--- src/rtl/ppc_pkg.sv ---
// Shared types and constants for the polygon plane clipper.
// Used by the interfaces, the multiply-accumulate unit, the divider and the top level.
package ppc_pkg;

    localparam int COORD_WIDTH_DEF = 32;
    localparam int NORM_W          = 18;
    localparam int MARGIN_W        = 16;
    localparam int DIST_W          = 40;
    localparam int DEN_W           = DIST_W + 1;
    localparam int T_FRAC          = 16;
    localparam int T_W             = T_FRAC + 1;
    localparam int CHUNK_W         = 16;
    localparam int MUL_A_W         = NORM_W;
    localparam int MUL_B_W         = CHUNK_W + 1;
    localparam int PROD_W          = MUL_A_W + MUL_B_W;
    localparam int SHIFT_W         = 2;
    localparam int COUNT_W         = 8;
    localparam int CFG_IDX_W       = 3;
    localparam int SURVIVE_MIN     = 3;

    localparam logic [T_W-1:0]     T_ONE     = 17'h10000;
    localparam logic [T_W-1:0]     T_HALF    = 17'h08000;
    localparam logic [T_W-1:0]     T_ZERO    = 17'h00000;
    localparam logic [COUNT_W-1:0] COUNT_MAX = 8'hFF;

    typedef enum logic [CFG_IDX_W-1:0] {
        REG_PLANE_PX,
        REG_PLANE_PY,
        REG_PLANE_PZ,
        REG_NORMAL_X,
        REG_NORMAL_Y,
        REG_NORMAL_Z,
        REG_KEEP_MARGIN
    } t_cfg_reg;

    typedef enum logic [1:0] {
        KIND_KEEP = 2'd0,
        KIND_CUT  = 2'd1,
        KIND_END  = 2'd2
    } t_kind;

    typedef struct packed {
        logic                 clear;
        logic                 issue;
        logic [MUL_A_W-1:0]   a;
        logic [MUL_B_W-1:0]   b;
        logic [SHIFT_W-1:0]   shift;
    } t_mac_req;

endpackage

--- src/rtl/ppc_vert_if.sv ---
// Vertex input channel of the polygon plane clipper.
// Depends on ppc_pkg for the default coordinate width.
interface ppc_vert_if #(
    parameter int COORD_WIDTH = ppc_pkg::COORD_WIDTH_DEF
);
    logic                          valid;
    logic                          ready;
    logic signed [COORD_WIDTH-1:0] vert_x;
    logic signed [COORD_WIDTH-1:0] vert_y;
    logic signed [COORD_WIDTH-1:0] vert_z;
    logic                          poly_last;

    modport source (output valid, vert_x, vert_y, vert_z, poly_last, input ready);
    modport sink   (input valid, vert_x, vert_y, vert_z, poly_last, output ready);
endinterface

--- src/rtl/ppc_res_if.sv ---
// Result output channel of the polygon plane clipper.
// Depends on ppc_pkg for the default coordinate width and the count width.
interface ppc_res_if #(
    parameter int COORD_WIDTH = ppc_pkg::COORD_WIDTH_DEF
);
    logic                               valid;
    logic                               ready;
    logic signed [COORD_WIDTH-1:0]      out_x;
    logic signed [COORD_WIDTH-1:0]      out_y;
    logic signed [COORD_WIDTH-1:0]      out_z;
    logic [1:0]                         item_kind;
    logic [ppc_pkg::COUNT_W-1:0]        vertex_total;
    logic                               survives;
    logic                               run_end;

    modport source (output valid, out_x, out_y, out_z, item_kind, vertex_total, survives,
                    run_end, input ready);
    modport sink   (input valid, out_x, out_y, out_z, item_kind, vertex_total, survives,
                    run_end, output ready);
endinterface

--- src/rtl/polygon_plane_clipper_core.sv ---
// Polygon plane clipper: one clipping pass of a vertex loop against a half-space.
// Each vertex's distance takes one MAC pass per axis over the coordinate chunks, then an edge
// test and a result; a crossing point takes a division in the divider and then an
// interpolation per axis through the same MAC.
// Input ready is high only while idle; the output register lets the last result wait.
// Reset is synchronous and active low: registers return to their reset values, polygon cleared.
module polygon_plane_clipper_core #(
    parameter int COORD_WIDTH = ppc_pkg::COORD_WIDTH_DEF
) (
    input  logic                                            i_clk,
    input  logic                                            i_rst_n,
    input  logic                                            i_cfg_we,
    input  logic [ppc_pkg::CFG_IDX_W-1:0]                   i_cfg_idx,
    input  logic [(COORD_WIDTH > ppc_pkg::NORM_W ? COORD_WIDTH : ppc_pkg::NORM_W)-1:0]
                                                            i_cfg_wdata,
    ppc_vert_if.sink                                        i_vert,
    ppc_res_if.source                                       o_res
);

    localparam int CFG_W  = (COORD_WIDTH > ppc_pkg::NORM_W) ? COORD_WIDTH : ppc_pkg::NORM_W;
    localparam int DIFF_W = COORD_WIDTH + 1;
    localparam int NCH    = (DIFF_W + ppc_pkg::CHUNK_W - 1) / ppc_pkg::CHUNK_W;
    localparam int PAD_W  = NCH * ppc_pkg::CHUNK_W;
    localparam int CHK_W  = $clog2(NCH);
    localparam int ACC_W  = DIFF_W + ppc_pkg::NORM_W + 2;
    localparam int FULL_W = ACC_W - ppc_pkg::T_FRAC;
    localparam int WIDE_W = (FULL_W > ppc_pkg::DIST_W) ? FULL_W : ppc_pkg::DIST_W;
    localparam int DW     = ppc_pkg::DIST_W;

    typedef enum logic [3:0] {
        S_IDLE,
        S_DIFF,
        S_MUL,
        S_DRAIN,
        S_DIST,
        S_EDGE,
        S_KEEP,
        S_DEN,
        S_ABS,
        S_DIVCHK,
        S_DIV,
        S_LAX,
        S_LOUT,
        S_END
    } t_state;

    // Configuration registers.
    logic signed [COORD_WIDTH-1:0]      r_plane [3];
    logic signed [ppc_pkg::NORM_W-1:0]  r_norm [3];
    logic [ppc_pkg::MARGIN_W-1:0]       r_margin;

    // Sequencer and polygon state.
    t_state                             r_state;
    t_state                             n_after_edge;
    logic signed [COORD_WIDTH-1:0]      r_cur [3];
    logic signed [COORD_WIDTH-1:0]      r_prev [3];
    logic signed [COORD_WIDTH-1:0]      r_first [3];
    logic signed [COORD_WIDTH-1:0]      r_cut [3];
    logic signed [DW-1:0]               r_cur_d;
    logic signed [DW-1:0]               r_prev_d;
    logic signed [DW-1:0]               r_first_d;
    logic                               r_last;
    logic                               r_seen;
    logic [ppc_pkg::COUNT_W-1:0]        r_count;
    logic                               r_edge;
    logic                               r_lerp;
    logic [1:0]                         r_axis;
    logic [CHK_W-1:0]                   r_chunk;
    logic signed [DIFF_W-1:0]           r_diff;
    logic                               r_ain;
    logic                               r_bin;
    logic signed [ppc_pkg::DEN_W-1:0]   r_den;
    logic [ppc_pkg::DEN_W-1:0]          r_an;
    logic [ppc_pkg::DEN_W-1:0]          r_ad;
    logic [ppc_pkg::T_W-1:0]            r_t;

    // Output register.
    logic                               r_ovalid;
    logic signed [COORD_WIDTH-1:0]      r_out_x;
    logic signed [COORD_WIDTH-1:0]      r_out_y;
    logic signed [COORD_WIDTH-1:0]      r_out_z;
    ppc_pkg::t_kind                     r_out_kind;
    logic [ppc_pkg::COUNT_W-1:0]        r_out_total;
    logic                               r_out_surv;
    logic                               r_out_end;

    // Combinational helpers.
    logic signed [COORD_WIDTH-1:0]      w_ea [3];
    logic signed [COORD_WIDTH-1:0]      w_eb [3];
    logic signed [DW-1:0]               w_ea_d;
    logic signed [DW-1:0]               w_eb_d;
    logic                               w_a_keep;
    logic                               w_b_keep;
    logic signed [DIFF_W-1:0]           w_diff;
    logic signed [PAD_W-1:0]            w_pad;
    logic [ppc_pkg::CHUNK_W-1:0]        w_chunk;
    logic                               w_top;
    logic signed [ACC_W-1:0]            w_acc;
    logic signed [WIDE_W-1:0]           w_wide;
    logic [WIDE_W-DW:0]                 w_upper;
    logic signed [DW-1:0]               w_dist;
    logic signed [COORD_WIDTH-1:0]      w_lerp_v;
    logic signed [ppc_pkg::DEN_W-1:0]   w_da_ext;
    logic                               w_out_free;
    logic                               w_div_start;
    logic                               w_div_busy;
    logic [ppc_pkg::T_FRAC-1:0]         w_quot;
    logic [ppc_pkg::COUNT_W-1:0]        w_count_inc;
    ppc_pkg::t_mac_req                  w_mac;

    always_ff @(posedge i_clk) begin
        if (!i_rst_n) begin
            r_plane[0] <= '0;
            r_plane[1] <= '0;
            r_plane[2] <= '0;
            r_norm[0]  <= '0;
            r_norm[1]  <= '0;
            r_norm[2]  <= 18'sh10000;
            r_margin   <= 16'd1;
        end else if (i_cfg_we) begin
            case (ppc_pkg::t_cfg_reg'(i_cfg_idx))
                ppc_pkg::REG_PLANE_PX:    r_plane[0] <= COORD_WIDTH'(i_cfg_wdata);
                ppc_pkg::REG_PLANE_PY:    r_plane[1] <= COORD_WIDTH'(i_cfg_wdata);
                ppc_pkg::REG_PLANE_PZ:    r_plane[2] <= COORD_WIDTH'(i_cfg_wdata);
                ppc_pkg::REG_NORMAL_X:    r_norm[0]  <= ppc_pkg::NORM_W'(i_cfg_wdata);
                ppc_pkg::REG_NORMAL_Y:    r_norm[1]  <= ppc_pkg::NORM_W'(i_cfg_wdata);
                ppc_pkg::REG_NORMAL_Z:    r_norm[2]  <= ppc_pkg::NORM_W'(i_cfg_wdata);
                ppc_pkg::REG_KEEP_MARGIN: r_margin   <= ppc_pkg::MARGIN_W'(i_cfg_wdata);
                default: begin
                end
            endcase
        end
    end

    always_comb begin
        for (int i = 0; i < 3; i++) begin
            w_ea[i] = r_edge ? r_cur[i] : r_prev[i];
            w_eb[i] = r_edge ? r_first[i] : r_cur[i];
        end
        w_ea_d   = r_edge ? r_cur_d : r_prev_d;
        w_eb_d   = r_edge ? r_first_d : r_cur_d;
        w_a_keep = (w_ea_d <= $signed({1'b0, r_margin}));
        w_b_keep = (w_eb_d <= $signed({1'b0, r_margin}));

        if (r_lerp) begin
            w_diff = DIFF_W'(w_eb[r_axis]) - DIFF_W'(w_ea[r_axis]);
        end else begin
            w_diff = DIFF_W'(r_cur[r_axis]) - DIFF_W'(r_plane[r_axis]);
        end

        w_pad   = PAD_W'(r_diff);
        w_chunk = w_pad[r_chunk * ppc_pkg::CHUNK_W +: ppc_pkg::CHUNK_W];
        w_top   = (r_chunk == CHK_W'(NCH - 1));

        w_mac.issue = (r_state == S_MUL);
        w_mac.clear = (r_state == S_DIFF) && (r_lerp || (r_axis == 2'd0));
        w_mac.a     = r_lerp ? ppc_pkg::MUL_A_W'(r_t) : r_norm[r_axis];
        w_mac.b     = {w_top & w_chunk[ppc_pkg::CHUNK_W-1], w_chunk};
        w_mac.shift = ppc_pkg::SHIFT_W'(r_chunk);

        // The floored distance saturates to the stored width.
        w_wide  = WIDE_W'($signed(w_acc[ACC_W-1:ppc_pkg::T_FRAC]));
        w_upper = w_wide[WIDE_W-1:DW-1];
        if ((&w_upper) || !(|w_upper)) begin
            w_dist = w_wide[DW-1:0];
        end else if (w_wide[WIDE_W-1]) begin
            w_dist = {1'b1, {(DW-1){1'b0}}};
        end else begin
            w_dist = {1'b0, {(DW-1){1'b1}}};
        end

        w_lerp_v = w_ea[r_axis] + $signed(w_acc[ppc_pkg::T_FRAC +: COORD_WIDTH]);
        w_da_ext = ppc_pkg::DEN_W'(w_ea_d);

        w_out_free  = !r_ovalid || o_res.ready;
        w_div_start = (r_state == S_DIVCHK) && (r_den != '0) && (w_ea_d != '0)
                      && (w_ea_d[DW-1] == r_den[ppc_pkg::DEN_W-1]) && (r_an < r_ad);
        w_count_inc = (r_count == ppc_pkg::COUNT_MAX) ? r_count : r_count + 1'b1;

        if (!r_edge && r_last) begin
            n_after_edge = S_EDGE;
        end else if (r_last) begin
            n_after_edge = S_END;
        end else begin
            n_after_edge = S_IDLE;
        end
    end

    ppc_mac #(
        .ACC_W (ACC_W)
    ) u_mac (
        .i_clk   (i_clk),
        .i_rst_n (i_rst_n),
        .i_req   (w_mac),
        .o_acc   (w_acc)
    );

    ppc_div u_div (
        .i_clk   (i_clk),
        .i_rst_n (i_rst_n),
        .i_start (w_div_start),
        .i_num   (r_an),
        .i_den   (r_ad),
        .o_busy  (w_div_busy),
        .o_quot  (w_quot)
    );

    always_ff @(posedge i_clk) begin
        if (!i_rst_n) begin
            r_state  <= S_IDLE;
            r_ovalid <= 1'b0;
            r_seen   <= 1'b0;
            r_count  <= '0;
        end else begin
            if (o_res.ready) begin
                r_ovalid <= 1'b0;
            end
            unique case (r_state)
                S_IDLE: begin
                    if (i_vert.valid) begin
                        r_prev   <= r_cur;
                        r_prev_d <= r_cur_d;
                        r_cur[0] <= i_vert.vert_x;
                        r_cur[1] <= i_vert.vert_y;
                        r_cur[2] <= i_vert.vert_z;
                        r_last   <= i_vert.poly_last;
                        r_lerp   <= 1'b0;
                        r_axis   <= 2'd0;
                        r_state  <= S_DIFF;
                    end
                end
                S_DIFF: begin
                    r_diff  <= w_diff;
                    r_chunk <= '0;
                    r_state <= S_MUL;
                end
                S_MUL: begin
                    if (r_chunk == CHK_W'(NCH - 1)) begin
                        if (!r_lerp && (r_axis != 2'd2)) begin
                            r_axis  <= r_axis + 1'b1;
                            r_state <= S_DIFF;
                        end else begin
                            r_state <= S_DRAIN;
                        end
                    end else begin
                        r_chunk <= r_chunk + 1'b1;
                    end
                end
                S_DRAIN: begin
                    r_state <= r_lerp ? S_LAX : S_DIST;
                end
                S_DIST: begin
                    r_cur_d <= w_dist;
                    if (!r_seen) begin
                        r_first   <= r_cur;
                        r_first_d <= w_dist;
                        r_seen    <= 1'b1;
                    end
                    if (r_seen) begin
                        r_edge  <= 1'b0;
                        r_state <= S_EDGE;
                    end else if (r_last) begin
                        r_edge  <= 1'b1;
                        r_state <= S_EDGE;
                    end else begin
                        r_state <= S_IDLE;
                    end
                end
                S_EDGE: begin
                    r_ain <= w_a_keep;
                    r_bin <= w_b_keep;
                    if (w_a_keep) begin
                        r_state <= S_KEEP;
                    end else if (w_b_keep) begin
                        r_state <= S_DEN;
                    end else begin
                        r_edge  <= 1'b1;
                        r_state <= n_after_edge;
                    end
                end
                S_KEEP: begin
                    if (w_out_free) begin
                        r_ovalid    <= 1'b1;
                        r_out_x     <= w_ea[0];
                        r_out_y     <= w_ea[1];
                        r_out_z     <= w_ea[2];
                        r_out_kind  <= ppc_pkg::KIND_KEEP;
                        r_out_total <= '0;
                        r_out_surv  <= 1'b0;
                        r_out_end   <= !r_last && (r_ain == r_bin);
                        r_count     <= w_count_inc;
                        if (r_ain != r_bin) begin
                            r_state <= S_DEN;
                        end else begin
                            r_edge  <= 1'b1;
                            r_state <= n_after_edge;
                        end
                    end
                end
                S_DEN: begin
                    r_den   <= w_da_ext - ppc_pkg::DEN_W'(w_eb_d);
                    r_an    <= w_da_ext[ppc_pkg::DEN_W-1] ? -w_da_ext : w_da_ext;
                    r_state <= S_ABS;
                end
                S_ABS: begin
                    r_ad    <= r_den[ppc_pkg::DEN_W-1] ? -r_den : r_den;
                    r_state <= S_DIVCHK;
                end
                S_DIVCHK: begin
                    r_lerp <= 1'b1;
                    r_axis <= 2'd0;
                    priority if (r_den == '0) begin
                        r_t     <= ppc_pkg::T_HALF;
                        r_state <= S_DIFF;
                    end else if (w_ea_d == '0) begin
                        r_t     <= ppc_pkg::T_ZERO;
                        r_state <= S_DIFF;
                    end else if (w_ea_d[DW-1] != r_den[ppc_pkg::DEN_W-1]) begin
                        r_t     <= ppc_pkg::T_ZERO;
                        r_state <= S_DIFF;
                    end else if (r_an >= r_ad) begin
                        r_t     <= ppc_pkg::T_ONE;
                        r_state <= S_DIFF;
                    end else begin
                        r_state <= S_DIV;
                    end
                end
                S_DIV: begin
                    if (!w_div_busy) begin
                        r_t     <= {1'b0, w_quot};
                        r_state <= S_DIFF;
                    end
                end
                S_LAX: begin
                    r_cut[r_axis] <= w_lerp_v;
                    if (r_axis == 2'd2) begin
                        r_state <= S_LOUT;
                    end else begin
                        r_axis  <= r_axis + 1'b1;
                        r_state <= S_DIFF;
                    end
                end
                S_LOUT: begin
                    if (w_out_free) begin
                        r_ovalid    <= 1'b1;
                        r_out_x     <= r_cut[0];
                        r_out_y     <= r_cut[1];
                        r_out_z     <= r_cut[2];
                        r_out_kind  <= ppc_pkg::KIND_CUT;
                        r_out_total <= '0;
                        r_out_surv  <= 1'b0;
                        r_out_end   <= !r_last;
                        r_count     <= w_count_inc;
                        r_edge      <= 1'b1;
                        r_state     <= n_after_edge;
                    end
                end
                S_END: begin
                    if (w_out_free) begin
                        r_ovalid    <= 1'b1;
                        r_out_x     <= '0;
                        r_out_y     <= '0;
                        r_out_z     <= '0;
                        r_out_kind  <= ppc_pkg::KIND_END;
                        r_out_total <= r_count;
                        r_out_surv  <= (r_count >= ppc_pkg::COUNT_W'(ppc_pkg::SURVIVE_MIN));
                        r_out_end   <= 1'b1;
                        r_seen      <= 1'b0;
                        r_count     <= '0;
                        r_state     <= S_IDLE;
                    end
                end
                default: begin
                    r_state <= S_IDLE;
                end
            endcase
        end
    end

    assign i_vert.ready       = (r_state == S_IDLE);
    assign o_res.valid        = r_ovalid;
    assign o_res.out_x        = r_out_x;
    assign o_res.out_y        = r_out_y;
    assign o_res.out_z        = r_out_z;
    assign o_res.item_kind    = r_out_kind;
    assign o_res.vertex_total = r_out_total;
    assign o_res.survives     = r_out_surv;
    assign o_res.run_end      = r_out_end;

    a_count_clear: assert property (@(posedge i_clk) disable iff (!i_rst_n)
        !r_seen |-> (r_count == '0))
        else $error("Emitted count is non-zero with no polygon open.");

    a_div_idle: assert property (@(posedge i_clk) disable iff (!i_rst_n)
        w_div_start |-> !w_div_busy)
        else $error("Divider started while still busy.");

    a_end_last: assert property (@(posedge i_clk) disable iff (!i_rst_n)
        (o_res.valid && (o_res.item_kind == ppc_pkg::KIND_END)) |-> o_res.run_end)
        else $error("End item is not marked as the final transfer of its vertex.");

    a_cut_open: assert property (@(posedge i_clk) disable iff (!i_rst_n)
        (r_state == S_LOUT) |-> r_seen)
        else $error("Cut point produced outside an open polygon.");

endmodule

--- src/rtl/ppc_mac.sv ---
// Shared multiply-accumulate unit: a registered 18 by 17 bit product is shifted
// by whole chunks and added into a wide accumulator. Depends on ppc_pkg.
module ppc_mac #(
    parameter int ACC_W = 53
) (
    input  logic                    i_clk,
    input  logic                    i_rst_n,
    input  ppc_pkg::t_mac_req       i_req,
    output logic signed [ACC_W-1:0] o_acc
);

    logic signed [ppc_pkg::PROD_W-1:0]  r_prod;
    logic [ppc_pkg::SHIFT_W-1:0]        r_shift;
    logic                               r_pvalid;
    logic signed [ACC_W-1:0]            r_acc;
    logic signed [ACC_W-1:0]            w_term;

    always_comb begin
        w_term = ACC_W'(r_prod) <<< (ppc_pkg::CHUNK_W * int'(r_shift));
    end

    always_ff @(posedge i_clk) begin
        if (!i_rst_n) begin
            r_pvalid <= 1'b0;
        end else begin
            r_pvalid <= i_req.issue;
        end
        r_prod  <= $signed(i_req.a) * $signed(i_req.b);
        r_shift <= i_req.shift;
        if (i_req.clear) begin
            r_acc <= '0;
        end else if (r_pvalid) begin
            r_acc <= r_acc + w_term;
        end
    end

    assign o_acc = r_acc;

endmodule

--- src/rtl/ppc_div.sv ---
// Restoring divider giving a 16-bit fraction of two unsigned magnitudes,
// one quotient bit per cycle; the numerator must be below the denominator. Depends on ppc_pkg.
module ppc_div (
    input  logic                        i_clk,
    input  logic                        i_rst_n,
    input  logic                        i_start,
    input  logic [ppc_pkg::DEN_W-1:0]   i_num,
    input  logic [ppc_pkg::DEN_W-1:0]   i_den,
    output logic                        o_busy,
    output logic [ppc_pkg::T_FRAC-1:0]  o_quot
);

    localparam int CNT_W = $clog2(ppc_pkg::T_FRAC);

    logic                           r_busy;
    logic [CNT_W-1:0]               r_cnt;
    logic [ppc_pkg::DEN_W-1:0]      r_rem;
    logic [ppc_pkg::DEN_W-1:0]      r_den;
    logic [ppc_pkg::T_FRAC-1:0]     r_quot;
    logic [ppc_pkg::DEN_W:0]        w_shift;
    logic [ppc_pkg::DEN_W:0]        w_diff;
    logic                           w_ge;

    always_comb begin
        w_shift = {r_rem, 1'b0};
        w_diff  = w_shift - {1'b0, r_den};
        w_ge    = !w_diff[ppc_pkg::DEN_W];
    end

    always_ff @(posedge i_clk) begin
        if (!i_rst_n) begin
            r_busy <= 1'b0;
        end else if (i_start) begin
            r_busy <= 1'b1;
            r_cnt  <= '0;
            r_rem  <= i_num;
            r_den  <= i_den;
        end else if (r_busy) begin
            r_rem  <= w_ge ? w_diff[ppc_pkg::DEN_W-1:0] : w_shift[ppc_pkg::DEN_W-1:0];
            r_quot <= {r_quot[ppc_pkg::T_FRAC-2:0], w_ge};
            r_cnt  <= r_cnt + 1'b1;
            if (r_cnt == CNT_W'(ppc_pkg::T_FRAC - 1)) begin
                r_busy <= 1'b0;
            end
        end
    end

    assign o_busy = r_busy;
    assign o_quot = r_quot;

endmodule
--- src/flat_wrapper.sv ---
// flat-port wrapper written by rule: the top's interface ports become plain ports
module polygon_plane_clipper_core_flat 
#(
    parameter int COORD_WIDTH = ppc_pkg::COORD_WIDTH_DEF
)
  (i_clk, i_rst_n, i_cfg_we, i_cfg_idx, i_cfg_wdata, i_vert_valid, i_vert_vert_x, i_vert_vert_y, i_vert_vert_z, i_vert_poly_last, i_vert_ready, o_res_valid, o_res_out_x, o_res_out_y, o_res_out_z, o_res_item_kind, o_res_vertex_total, o_res_survives, o_res_run_end, o_res_ready);
  ppc_vert_if #(.COORD_WIDTH(COORD_WIDTH)) i_vert_i ();
  ppc_res_if #(.COORD_WIDTH(COORD_WIDTH)) o_res_i ();
  input  logic i_clk;
  input  logic i_rst_n;
  input  logic i_cfg_we;
  input  logic [ppc_pkg::CFG_IDX_W-1:0] i_cfg_idx;
  input  logic [(COORD_WIDTH > ppc_pkg::NORM_W ? COORD_WIDTH : ppc_pkg::NORM_W)-1:0] i_cfg_wdata;
  input wire logic [$bits(i_vert_i.valid)-1:0] i_vert_valid;
  input wire logic [$bits(i_vert_i.vert_x)-1:0] i_vert_vert_x;
  input wire logic [$bits(i_vert_i.vert_y)-1:0] i_vert_vert_y;
  input wire logic [$bits(i_vert_i.vert_z)-1:0] i_vert_vert_z;
  input wire logic [$bits(i_vert_i.poly_last)-1:0] i_vert_poly_last;
  output wire logic [$bits(i_vert_i.ready)-1:0] i_vert_ready;
  output wire logic [$bits(o_res_i.valid)-1:0] o_res_valid;
  output wire logic [$bits(o_res_i.out_x)-1:0] o_res_out_x;
  output wire logic [$bits(o_res_i.out_y)-1:0] o_res_out_y;
  output wire logic [$bits(o_res_i.out_z)-1:0] o_res_out_z;
  output wire logic [$bits(o_res_i.item_kind)-1:0] o_res_item_kind;
  output wire logic [$bits(o_res_i.vertex_total)-1:0] o_res_vertex_total;
  output wire logic [$bits(o_res_i.survives)-1:0] o_res_survives;
  output wire logic [$bits(o_res_i.run_end)-1:0] o_res_run_end;
  input wire logic [$bits(o_res_i.ready)-1:0] o_res_ready;
  assign i_vert_i.valid = i_vert_valid;
  assign i_vert_i.vert_x = i_vert_vert_x;
  assign i_vert_i.vert_y = i_vert_vert_y;
  assign i_vert_i.vert_z = i_vert_vert_z;
  assign i_vert_i.poly_last = i_vert_poly_last;
  assign i_vert_ready = i_vert_i.ready;
  assign o_res_valid = o_res_i.valid;
  assign o_res_out_x = o_res_i.out_x;
  assign o_res_out_y = o_res_i.out_y;
  assign o_res_out_z = o_res_i.out_z;
  assign o_res_item_kind = o_res_i.item_kind;
  assign o_res_vertex_total = o_res_i.vertex_total;
  assign o_res_survives = o_res_i.survives;
  assign o_res_run_end = o_res_i.run_end;
  assign o_res_i.ready = o_res_ready;
  polygon_plane_clipper_core #(.COORD_WIDTH(COORD_WIDTH)) u_core (.i_clk(i_clk), .i_rst_n(i_rst_n), .i_cfg_we(i_cfg_we), .i_cfg_idx(i_cfg_idx), .i_cfg_wdata(i_cfg_wdata), .i_vert(i_vert_i), .o_res(o_res_i));
endmodule
--- config.mk ---
export PLATFORM = sky130hd
export DESIGN_NAME = polygon_plane_clipper_core_flat
export DESIGN_NICKNAME = d
export VERILOG_FILES = /design/src/rtl/ppc_pkg.sv /design/src/rtl/ppc_vert_if.sv /design/src/rtl/ppc_res_if.sv /design/src/rtl/polygon_plane_clipper_core.sv /design/src/rtl/ppc_mac.sv /design/src/rtl/ppc_div.sv /design/src/flat_wrapper.sv
export SDC_FILE = /design/constraint.sdc
export NUM_CORES = 2
export LEC_CHECK = 0
export BUFFER_PORTS_ARGS = -buffer_cell sky130_fd_sc_hd__buf_2
export CAP_MARGIN = 0
export CORE_UTILIZATION = 60
export DETAILED_ROUTE_END_ITERATION = 6
export PLACE_DENSITY = 0.77
export REMOVE_ABC_BUFFERS = 1
export SLEW_MARGIN = 25
export SYNTH_ARGS = -nofsm -noshare
export SYNTH_HDL_FRONTEND = slang
export SYNTH_HIERARCHICAL = 1
export SYNTH_SLANG_ARGS = --single-unit
export TNS_END_PERCENT = 5
--- constraint.sdc ---
create_clock -name i_clk -period 25.5 [get_ports i_clk]
set_input_delay 5.1 -clock i_clk [delete_from_list [all_inputs] [get_ports i_clk]]
set_output_delay 5.1 -clock i_clk [all_outputs]
set_load 0.02 [all_outputs]
==> impl_results.md <==
- Register area share after synthesis: 46.4%
- Setup TNS: 0 ps
- Top fanout value on the critical path: 19
- Fin Hold WS: between 400 and 500 ps
- Drt pass-1 iters: 7
- Cell accounting for the most synthesized area: edfxtp_1
- H-tree depth: 3
- Least-Margin Pin Slew: 1110 ps
- Failing checks: DRC
- Die H: 350 um
- Post-Synth Simple-Gate Area: 12.2%
- DRC Markers: 4
- PwrDens: 143 nW/um^2
- Cells after synthesis: about 6,700
- Vias in the first global route: approximately 52,000
- Most frequent cells after synthesis: 1,037 x edfxtp_1, 594 x nand2_1, 592 x inv_1, 441 x a21oi_1, 427 x nor2_1
- TritonCTS clock tree: built
- Leakage: 32.3 nW
- Gr usage total: 31.5%
- Mapped Avg Cell Area: 10.9 um^2
- CTS clk-pin slew, worst paths: 70 ps
- Kind of critical path: reg2reg
- Port bufs: 246
- Antenna-violating nets left: 0
- Compound-Gate Fraction of Synth Area: roughly an eighth
- Asr flop ratio synth: 0%
- Design area: 79,600 um^2
- Postcts setup bufs: 0
- RSZ-0062 raised after global routing: no
- Initial core utilization: 60.5%
- Area of the core: about 120,000 um^2
- Synthesized area: 72,500 um^2
- Die Span X: ~350 um
- XOR/XNOR Fraction of Synth Area: 3.42%
- Count leader, synth: edfxtp_1
- # setup viols final: 0
- Final Max Slew Viols: 0
- Yosys top cell area share: 42.9%
- Flops & latches, synth: approximately 1,200
- Maxcap violations: 0
- Peak supply drop: roughly 0.00026 V
- Post-CTS Hold Fix Bufs: 0
- Post-CTS Resized: 0
- Status: complete, but fails checks
- Total wire length: 193,000 um
- Primary FF master, synth: edfxtp_1
- Largest family of logic cells by synthesized area: adder cells
- Post-Synth Adder-Cell Area: between 15 and 20%
- Post-DP HPWL: 144,000 um
- Area Overhead vs Synth: 9.77%
- Share of layout cells above drive strength 1: 9.45%
- Clock skew: around 57 ps
- Avg WL per Cell: 22.5 um
- Rows: 127
- Root Driver: clkbuf_16
- Count of cell types in the netlist: ~110
- Final worst slack: 16,820 ps
- Pin count of the biggest net entering global routing: 143
- Worst-Skew Late Latency: 770 ps
- EDFF count, synth: 1,037
- First-pass GRT wire length: 295,000 um
- CTS sink cnt: about 1,200
- Nets: 7,706
- Vias: 52,100
- Worst path arrival time: 9360 ps
- RePlAce Congestion: between 1 and 1.5
- HP Class: reg2reg
- Crit share post-route: 34.0%
- Mux cell area share after synthesis: 5.35%
- Die area: 122,000 um^2
- Slew Limit Headroom: a little over a quarter
- # fillers: between 9,000 and 10,000
- Num CTS Buffers: 118
- Fin. Hold Viols: 0
- Tmin final: 8680 ps
- Remaining Overflow, GRT: 0
- Initial antenna violation count: 17
- Startpoint types: flop
- Total number of yosys warnings: 6
- Placed cell area: roughly 75,000 um^2
- Total power: 11.4 mW
- Worst EP required: 26,180 ps
- Max clock buf depth: 3
- Num ports: 247
- Post-Place Setup Slack: between 15,000 and 20,000 ps
- Area contributors post-synth: edfxtp_1 43%, fa_1 8.8%, ha_1 6.8%, mux2i_1 5.0%, dfxtp_1 3.4%
- CP endpoint kind: flop
- Maximum clock rate: 115 MHz
- Initial detailed-routing violation count: between 5,000 and 6,000
- Drt via density: 6.08
-- stage by stage --
step	utilization, %	cells
final	66.4	8582
after floorplan	-	6410
after global routing	66.4	8576
after global placement	63.0	8352
after CTS	66.4	8576
after detailed placement	63.0	8352
-- critical path, cell delays in order, from the launching register on --
cell and delay (ps):
edfxtp_1 840, inv_1 140, nor2_1 750, nand2_1 110, o21ai_1 190, buf_4 310, and2_1 350, inv_1 380
nor2_1 240, fa_1 460, fa_1 420, fa_1 540, fa_1 440, fa_1 510, inv_1 60, fa_1 480
inv_1 40, ha_1 340, a21o_1 200, a21oi_1 200, o221ai_1 160, a2bb2oi_1 160, o21ai_1 140, a41o_1 320
o41ai_1 430, o21bai_1 110, a21oi_1 190, xnor2_1 130
-- per-layer routing --
| metal | vias to the layer above | wire [um] | track usage (%) |
|---|---|---|---|
| met1 | 25600 | 77800 | 41.2 |
| met5 | - | 27 | 0 |
| met2 | 2010 | 94200 | 53.4 |
| met4 | 4 | 7090 | 11.5 |
| met3 | 380 | 13800 | 4.67 |
| li1 | 24100 | - | - |
-- cell families after synthesis --
kind of cell	Yosys count
simple gates	1829
buf+inv	867
xor+xnor	283
mux	384
flops	1161
other cells	1
fa+ha+maj	709
compound gates	1445
-- registers in the layout, summed over array words and instances, names as in the netlist, 41 cells and up, named ones only --
name / cells
u_core/r_cur: 96
u_core/r_cut: 96
u_core/r_first: 96
u_core/r_plane: 96
u_core/r_prev: 96
u_core/r_norm: 54
u_core/u_mac/o_acc: 53
u_core/r_ad: 41
u_core/r_an: 41
u_core/r_den: 41
u_core/u_div/r_den: 41
u_core/u_div/r_rem: 41
-- layout make-up --
type / instances / area, um^2 / area share (%)
multi-input cells: 4654 / 35700 / 44.9
clock inverters: 83 / 955 / 1.20
inverters: 595 / 2230 / 2.81
well taps: 1612 / 2020 / 2.53
repair buffers: 330 / 1880 / 2.36
flip-flops and latches: 1161 / 33600 / 42.2
clock buffers: 141 / 3160 / 3.97
diodes: 6 / 15.0 / 0.0189
-- power by group --
| part | internal (mW) | leakage (nW) | switching, mW |
|---|---|---|---|
| sequential | 2.44 | 10.6 | 0.235 |
| clock | 1.04 | 1.99 | 0.767 |
| combinational | 2.80 | 19.8 | 4.07 |
-- placed cells by master (no fill, tap or decap), types with 120 or more instances in the layout --
master / netlist / layout
buf_2: 11 / 246
and2_1: 279 / 277
clkbuf_16: 0 / 120
mux2i_1: 360 / 360
inv_1: 592 / 592
edfxtp_1: 1037 / 1037
fa_1: 317 / 317
xnor2_1: 205 / 205
nor2_1: 427 / 422
dfxtp_1: 124 / 121
nand2_1: 594 / 594
a21oi_1: 441 / 441
ha_1: 392 / 392
o21ai_0: 370 / 340
-- path summary, 6_finish.rpt --
| path | start | endpoint | slack (ps) | cells after the start |
|---|---|---|---|---|
| min reg2reg | u_core/u_div/o_quot[8] | u_core/u_div/o_quot[9] | 420 | 0 |
| max | u_core/r_chunk[0] | u_core/u_mac/r_prod[33] | 16820 | 27 |
| min | u_core/u_div/o_quot[8] | u_core/u_div/o_quot[9] | 420 | 0 |
| max reg2reg | u_core/r_chunk[0] | u_core/u_mac/r_prod[33] | 16820 | 27 |
(Power assumes the default switching activity.)
